File: src/stpw_pkg.sv
package stpw_pkg;

   localparam int BandCount = 9;

   localparam logic [15:0] LOW_EDGE  = 16'd9500;
   localparam logic [15:0] HIGH_EDGE = 16'd21500;

   // Exclusive upper bound of each band; the last one covers the high edge
   localparam logic [15:0] BAND_TOP [BandCount] = '{
      16'd9860, 16'd10730, 16'd11540, 16'd12910, 16'd14470,
      16'd16150, 16'd17910, 16'd19720, 16'd21501
   };
   localparam logic [2:0] BAND_CODE [BandCount] = '{
      3'd5, 3'd6, 3'd7, 3'd1, 3'd2, 3'd3, 3'd4, 3'd5, 3'd6
   };
   // 1 selects prescaler 16, 0 selects prescaler 32
   localparam logic BAND_PRE16 [BandCount] = '{
      1'b1, 1'b1, 1'b0, 1'b0, 1'b0, 1'b0, 1'b0, 1'b0, 1'b0
   };
   localparam logic BAND_SHIFT [BandCount] = '{
      1'b1, 1'b1, 1'b1, 1'b0, 1'b0, 1'b0, 1'b0, 1'b0, 1'b0
   };

   // x / 10 == (x * 52429) >> 19 for every 16-bit x
   localparam logic [15:0] DIV10_MUL   = 16'd52429;
   localparam int          DIV10_SHIFT = 19;

   localparam logic [4:0] FILTER_BIAS = 5'd10;
   localparam logic [3:0] FILTER_OFFS = 4'd3;

   localparam logic [7:0] WORD_BYTE2 = 8'hC0;
   localparam logic [7:0] START_BYTE = 8'hC4;

   localparam logic STATUS_OK    = 1'b0;
   localparam logic STATUS_RANGE = 1'b1;

   typedef struct packed {
      logic [15:0] freq_100khz;
      logic [15:0] filter_width;
   } req_type;

   typedef struct packed {
      logic       status;
      logic [7:0] word_byte0;
      logic [7:0] word_byte1;
      logic [7:0] word_byte2;
      logic [7:0] word_byte3;
      logic [7:0] start_byte;
      logic [7:0] final_byte2;
      logic [7:0] final_byte3;
   } rsp_type;

   typedef struct packed {
      logic       in_range;
      logic [2:0] code;
      logic       pre16;
      logic       shift;
   } band_type;

endpackage

File: src/satellite_tuner_pll_word_core.sv
// Path: a request is held in the input register, passes the combinational
// calc and is registered again in the response register on rsp_payload.
// Throughput: one request per cycle unless rsp_stall holds the pipeline;
// the two registers form a stall-aware pipeline, so a new request is taken
// while a finished response waits, as long as the input register is empty.
// Reset: synchronous, active high; clears both valid flags, data is not reset.
module satellite_tuner_pll_word_core (
   input  logic              clock,
   input  logic              reset,
   input  logic              req_valid,
   output logic              req_stall,
   input  stpw_pkg::req_type req_payload,
   output logic              rsp_valid,
   input  logic              rsp_stall,
   output stpw_pkg::rsp_type rsp_payload
);

   logic              s1_valid_ff, s1_valid_in;
   stpw_pkg::req_type s1_data_ff, s1_data_in;
   logic              s2_valid_ff, s2_valid_in;
   stpw_pkg::rsp_type s2_data_ff, s2_data_in;
   stpw_pkg::rsp_type calc_rsp;
   logic              s2_load;
   logic              s1_load;

   stpw_calc u_calc (
      .req (s1_data_ff),
      .rsp (calc_rsp)
   );

   always_comb begin
      s2_load   = !s2_valid_ff || !rsp_stall;
      s1_load   = !s1_valid_ff || s2_load;
      req_stall = !s1_load;

      s1_valid_in = s1_load ? req_valid : s1_valid_ff;
      s1_data_in  = (s1_load && req_valid) ? req_payload : s1_data_ff;
      s2_valid_in = s2_load ? s1_valid_ff : s2_valid_ff;
      s2_data_in  = (s2_load && s1_valid_ff) ? calc_rsp : s2_data_ff;
   end

   always_ff @(posedge clock) begin
      if (reset) begin
         s1_valid_ff <= 1'b0;
         s2_valid_ff <= 1'b0;
      end else begin
         s1_valid_ff <= s1_valid_in;
         s2_valid_ff <= s2_valid_in;
      end
      s1_data_ff <= s1_data_in;
      s2_data_ff <= s2_data_in;
   end

   assign rsp_valid   = s2_valid_ff;
   assign rsp_payload = s2_data_ff;

   // hold the input stage while the response stage cannot take it
   a_s1_hold: assert property (@(posedge clock) disable iff (reset)
      s1_valid_ff && !s2_load |=> s1_valid_ff && $stable(s1_data_ff))
      else $error("input stage lost or changed a held request");

   a_stall_full: assert property (@(posedge clock) disable iff (reset)
      req_stall |-> s1_valid_ff && s2_valid_ff && rsp_stall)
      else $error("request stalled while pipeline has room");

   a_range_zero: assert property (@(posedge clock) disable iff (reset)
      rsp_valid && rsp_payload.status == stpw_pkg::STATUS_RANGE |->
         rsp_payload.word_byte0 == 8'd0 && rsp_payload.word_byte3 == 8'd0 &&
         rsp_payload.final_byte2 == 8'd0 && rsp_payload.final_byte3 == 8'd0)
      else $error("out of range response carries nonzero bytes");

   a_ok_fixed: assert property (@(posedge clock) disable iff (reset)
      rsp_valid && rsp_payload.status == stpw_pkg::STATUS_OK |->
         rsp_payload.word_byte2 == stpw_pkg::WORD_BYTE2 &&
         rsp_payload.start_byte == stpw_pkg::START_BYTE &&
         rsp_payload.word_byte0[7:5] == 3'b011)
      else $error("in range response has wrong fixed bytes");

endmodule

File: src/stpw_band.sv
module stpw_band (
   input  logic [15:0]        freq_100khz,
   output stpw_pkg::band_type band
);

   always_comb begin
      band.in_range = (freq_100khz >= stpw_pkg::LOW_EDGE) &&
                      (freq_100khz <= stpw_pkg::HIGH_EDGE);
      band.code  = stpw_pkg::BAND_CODE[stpw_pkg::BandCount - 1];
      band.pre16 = stpw_pkg::BAND_PRE16[stpw_pkg::BandCount - 1];
      band.shift = stpw_pkg::BAND_SHIFT[stpw_pkg::BandCount - 1];
      // walk down so the lowest matching band wins
      for (int k = stpw_pkg::BandCount - 1; k >= 0; k--) begin
         if (freq_100khz < stpw_pkg::BAND_TOP[k]) begin
            band.code  = stpw_pkg::BAND_CODE[k];
            band.pre16 = stpw_pkg::BAND_PRE16[k];
            band.shift = stpw_pkg::BAND_SHIFT[k];
         end
      end
   end

endmodule

File: src/stpw_calc.sv
module stpw_calc (
   input  stpw_pkg::req_type req,
   output stpw_pkg::rsp_type rsp
);

   stpw_pkg::band_type band;
   logic [31:0] mhz_prod;
   logic [31:0] wq_prod;
   logic [11:0] mhz;
   logic [11:0] divider;
   logic [4:0]  swallow;
   logic [4:0]  wdiff;
   logic [3:0]  fcode;
   logic [7:0]  byte3;

   stpw_band u_band (
      .freq_100khz (req.freq_100khz),
      .band        (band)
   );

   always_comb begin
      mhz_prod = {16'd0, req.freq_100khz} * {16'd0, stpw_pkg::DIV10_MUL};
      wq_prod  = {16'd0, req.filter_width} * {16'd0, stpw_pkg::DIV10_MUL};
      mhz      = mhz_prod[stpw_pkg::DIV10_SHIFT +: 12];

      if (band.pre16) begin
         divider = {4'd0, mhz[11:4]};
         swallow = {1'b0, mhz[3:0]};
      end else begin
         divider = {5'd0, mhz[11:5]};
         swallow = mhz[4:0];
      end

      // only bits 4..1 of the wrapped difference survive the halving
      wdiff = wq_prod[stpw_pkg::DIV10_SHIFT +: 5] - stpw_pkg::FILTER_BIAS;
      fcode = wdiff[4:1] + stpw_pkg::FILTER_OFFS;

      byte3 = {band.code, band.pre16, 2'b00, band.shift, 1'b0};

      if (band.in_range) begin
         rsp.status      = stpw_pkg::STATUS_OK;
         rsp.word_byte0  = {3'b011, divider[7:3]};
         rsp.word_byte1  = {divider[2:0], swallow};
         rsp.word_byte2  = stpw_pkg::WORD_BYTE2;
         rsp.word_byte3  = byte3;
         rsp.start_byte  = stpw_pkg::START_BYTE;
         rsp.final_byte2 = stpw_pkg::START_BYTE | {3'b000, fcode[0], fcode[1], 3'b000};
         rsp.final_byte3 = byte3 | {4'b0000, fcode[2], fcode[3], 2'b00};
      end else begin
         rsp             = '0;
         rsp.status      = stpw_pkg::STATUS_RANGE;
      end
   end

endmodule

File: config.mk
export PLATFORM = sky130hd
export DESIGN_NAME = satellite_tuner_pll_word_core
export DESIGN_NICKNAME = d
export VERILOG_FILES = /design/src/stpw_pkg.sv /design/src/satellite_tuner_pll_word_core.sv /design/src/stpw_band.sv /design/src/stpw_calc.sv
export SDC_FILE = /design/constraint.sdc
export NUM_CORES = 1
export LEC_CHECK = 0
export BUFFER_PORTS_ARGS = -buffer_cell sky130_fd_sc_hd__buf_4
export CAP_MARGIN = 10
export CORE_ASPECT_RATIO = 1.1
export CORE_MARGIN = 3
export CORE_UTILIZATION = 40
export DETAILED_ROUTE_END_ITERATION = 10
export PLACE_DENSITY = 0.68
export SLEW_MARGIN = 5
export SYNTH_ARGS = -nofsm -noshare
export SYNTH_HDL_FRONTEND = slang
export SYNTH_SLANG_ARGS = --single-unit
File: constraint.sdc
create_clock -name clock -period 6 [get_ports clock]
set_input_delay 0.3 -clock clock [delete_from_list [all_inputs] [get_ports clock]]
set_output_delay 0.3 -clock clock [all_outputs]
set_load 0.02 [all_outputs]
==> results.md <==
* Status: complete, no violations
* Top cells by area, synth: fa_1 28%, ha_1 28%, edfxtp_1 15%, inv_1 9.8%, buf_4 2.3%
* Total Routing Usage GR at 0.181
* Final antenna-violating net count at 0
* Total grt overflow at 0
* Lkg Pwr at 0.00655 uW
* Commonest register cell after synthesis: edfxtp_1
* CTS tree: built
* Worst-path clk slew at 0.06 ns
* Die Footprint at 29500 um2
* Post-synth top cells: 288 x inv_1, 242 x ha_1, 152 x fa_1
* CP required at 6.08 ns
* Initial Utilization at 0.407
* Worst-Margin Slew at 1.08 ns
* H-tree depth at 3
* Nets at 1613
* Top-level I/O count at 95
* Post-Synthesis Cell Area at 11000 um2
* Die Width at 164 um
* Crit Path Max Fanout at 6
* Initial antenna violation count at 0
* EDFF count, synth at 56
* Initial DRC Count at 402
* Routability cong. at 0.938
* Cells along the critical path: buf_4 > ha_2 > inv_1 > fa_1 > inv_1 > fa_2 > inv_1 > fa_1 > fa_1 > inv_1 > fa_1 > ha_4 > and4_4 > a221oi_4 > buf_6 > o22ai_2 > o221a_4 > a211o_1 > a21oi_1 > and3b_1
* Worst Path Arrival at 5.88 ns
* # setup viols final at 0
* Slowest cell on the critical path: fa_2
* Sequential share of the synthesized area at 0.156
* Layout cells sized above 1 at 0.157
* Maximum clock frequency at 0.173 GHz
* Layout fillers at 2469
* Buf/Inv on CP at 6
* Post-Route WL at 25.4 mm
* Vias in the first global route at 8019
* Placed cell count at 1516
* Mapped Cells at 1069
* Crit path depth at 20
* Vias/cell at 4.86
* Largest net degree at the start of global routing at 33
* Chip height at 180 um
* Max-Cap Viols at 0
* Skew-Pair Late Insertion Delay at 0.34 ns
* # port buffers at 75
* Worst setup SP type: flip-flop
* Pwr Density at 527 nW/um2
* Rel. slew slack at 0.278
* Non-Filler Instances at 1545
* Drt pass-1 iters at 6
* DR WL/cell at 16.4 um
* R2R setup slack at 0.20 ns
* Syn Area/Cell at 10.3 um2
* Root buf cell: clkbuf_16
* Hold Path Cell Cnt at 2
* Slowest cell delay on critical path at 0.56 ns
* Hpwl dp at 21.9 mm
* Dpl cell area at 12100 um2
* #FFs+latches synth at 58
* Vias at 7503
* Final hold viol count at 0
* Syn-to-layout area delta at 14.9%
* Crit share post-route at 0.966
* Fin crit period at 5.80 ns
* DRC Markers at 0
* Final worst-path setup slack at 0.203 ns
* Most frequent cell after synthesis: inv_1
* Clock skew at 0.0162 ns
* Cell taking the most area after synthesis: fa_1
* VDD IR max at 376 uV
* Hold_buf cts at 0
* Clk sinks at 58
* Largest delay contributor family on the critical path: adder cells
* CP Capture Type: flip-flop
* Clock buffer depth at 2
* Pins Over Slew Limit at 0
* Cell area after layout at 12600 um2
* CTS Buf Count at 9
* Core area at 27000 um2
* Tot Pwr at 6670 uW
* Core Rows at 63
* First-pass GRT wire length at 41.7 mm
* Syn. warnings at 0
* Pre-CTS setup slack at -0.0905 ns
* Antenna Cells at 0
* Critical path class: flip-flop to flip-flop
* Share of the synthesized area in the top cell type at 0.277
* Worst hold slack at 0.123 ns
* Hold Path Class: input pin to flip-flop
* Distinct cells, synth at 67
* Worst R2R Path Depth at 20
* Async set-reset flop share out of synthesis at 0
-- area by class of cell --
class,count,area [um2],share of cell area
multi-input combinational,698,8150,0.645
sequential,58,1720,0.136
inverter,289,1080,0.0858
timing repair buffer,127,961,0.0760
tap,357,447,0.0353
clock buffer,10,229,0.0181
clock inverter,6,43.8,0.00346
-- layer usage --
layer / track usage / share of wire / vias up
met5: 0 / 0 / -
met1: 0.239 / 0.43 / 3656
met4: 0.0602 / 0.026 / 0
met3: 0.0205 / 0.042 / 32
li1: - / - / 3652
met2: 0.310 / 0.50 / 163
-- repair_timing --
item,CTS,global route
gates cloned,0,0
setup buffers,4,9
endpoints found under the hold margin,0,0
resized for setup,4,28
pin swaps,2,13
setup endpoints to repair,5,11
-- flip-flops by register name, summed over array words and instances, names as in the netlist --
register and flops:
rsp_payload 24, rsp_valid 1, s1_data_ff 32, s1_valid_ff 1
-- cells by family after synthesis --
group                    Yosys count  share of synthesized area
other                              1                   0.000341
AO/OA/AOI/OAI                    145                     0.0927
XOR/XNOR                          26                     0.0207
buffers and inverters            331                      0.124
AND/OR/NAND/NOR                  113                     0.0530
adder cells (fa/ha/maj)          394                      0.552
flip-flops                        58                      0.156
multiplexers                       1                    0.00102
-- report_power, final --
group / switching (uW) / internal (uW)
registers: 32.7 / 554
logic: 3080 / 2510
clock network: 208 / 280
total: 3320 / 3340
-- cell usage in the layout (no fill, tap or decap), types with 3 or more instances in the layout --
master / count
a211o_1: 5
a211oi_1: 5
a21boi_0: 4
a21o_1: 15
a21oi_1: 37
a31oi_1: 4
and2_1: 5
and3_1: 8
buf_4: 125
clkbuf_16: 9
clkinv_4: 3
conb_1: 19
edfxtp_1: 56
fa_1: 150
ha_1: 230
ha_2: 4
ha_4: 8
inv_1: 281
inv_2: 7
nand2_1: 28
nand2b_1: 6
nand3_1: 8
nor2_1: 24
nor2b_1: 3
nor3_1: 8
o211ai_1: 7
o21a_1: 5
o21ai_0: 24
o31ai_1: 4
or3_1: 3
xnor2_1: 19
xor2_1: 7
-- path summary, 6_finish.rpt --
| check | start | end |
|---|---|---|
| setup / recovery | s1_data_ff[20]$_DFFE_PP_ | rsp_payload[49]$_SDFFCE_PN0P_ |
| hold / removal | reset | rsp_valid$_SDFFE_PP0P_ |
| setup reg to reg | s1_data_ff[20]$_DFFE_PP_ | rsp_payload[49]$_SDFFCE_PN0P_ |
| hold reg to reg | s1_valid_ff$_SDFFE_PP0N_ | rsp_valid$_SDFFE_PP0P_ |
-- through the flow --
step | utilization | TNS, ns
floorplan | - | 0
global placement | 0.448 | -0.0366
detailed placement | 0.448 | -0.212
CTS | 0.460 | 0
global route | 0.468 | -0.0689
finish | 0.468 | 0
Power figures use the tool's default switching activity.
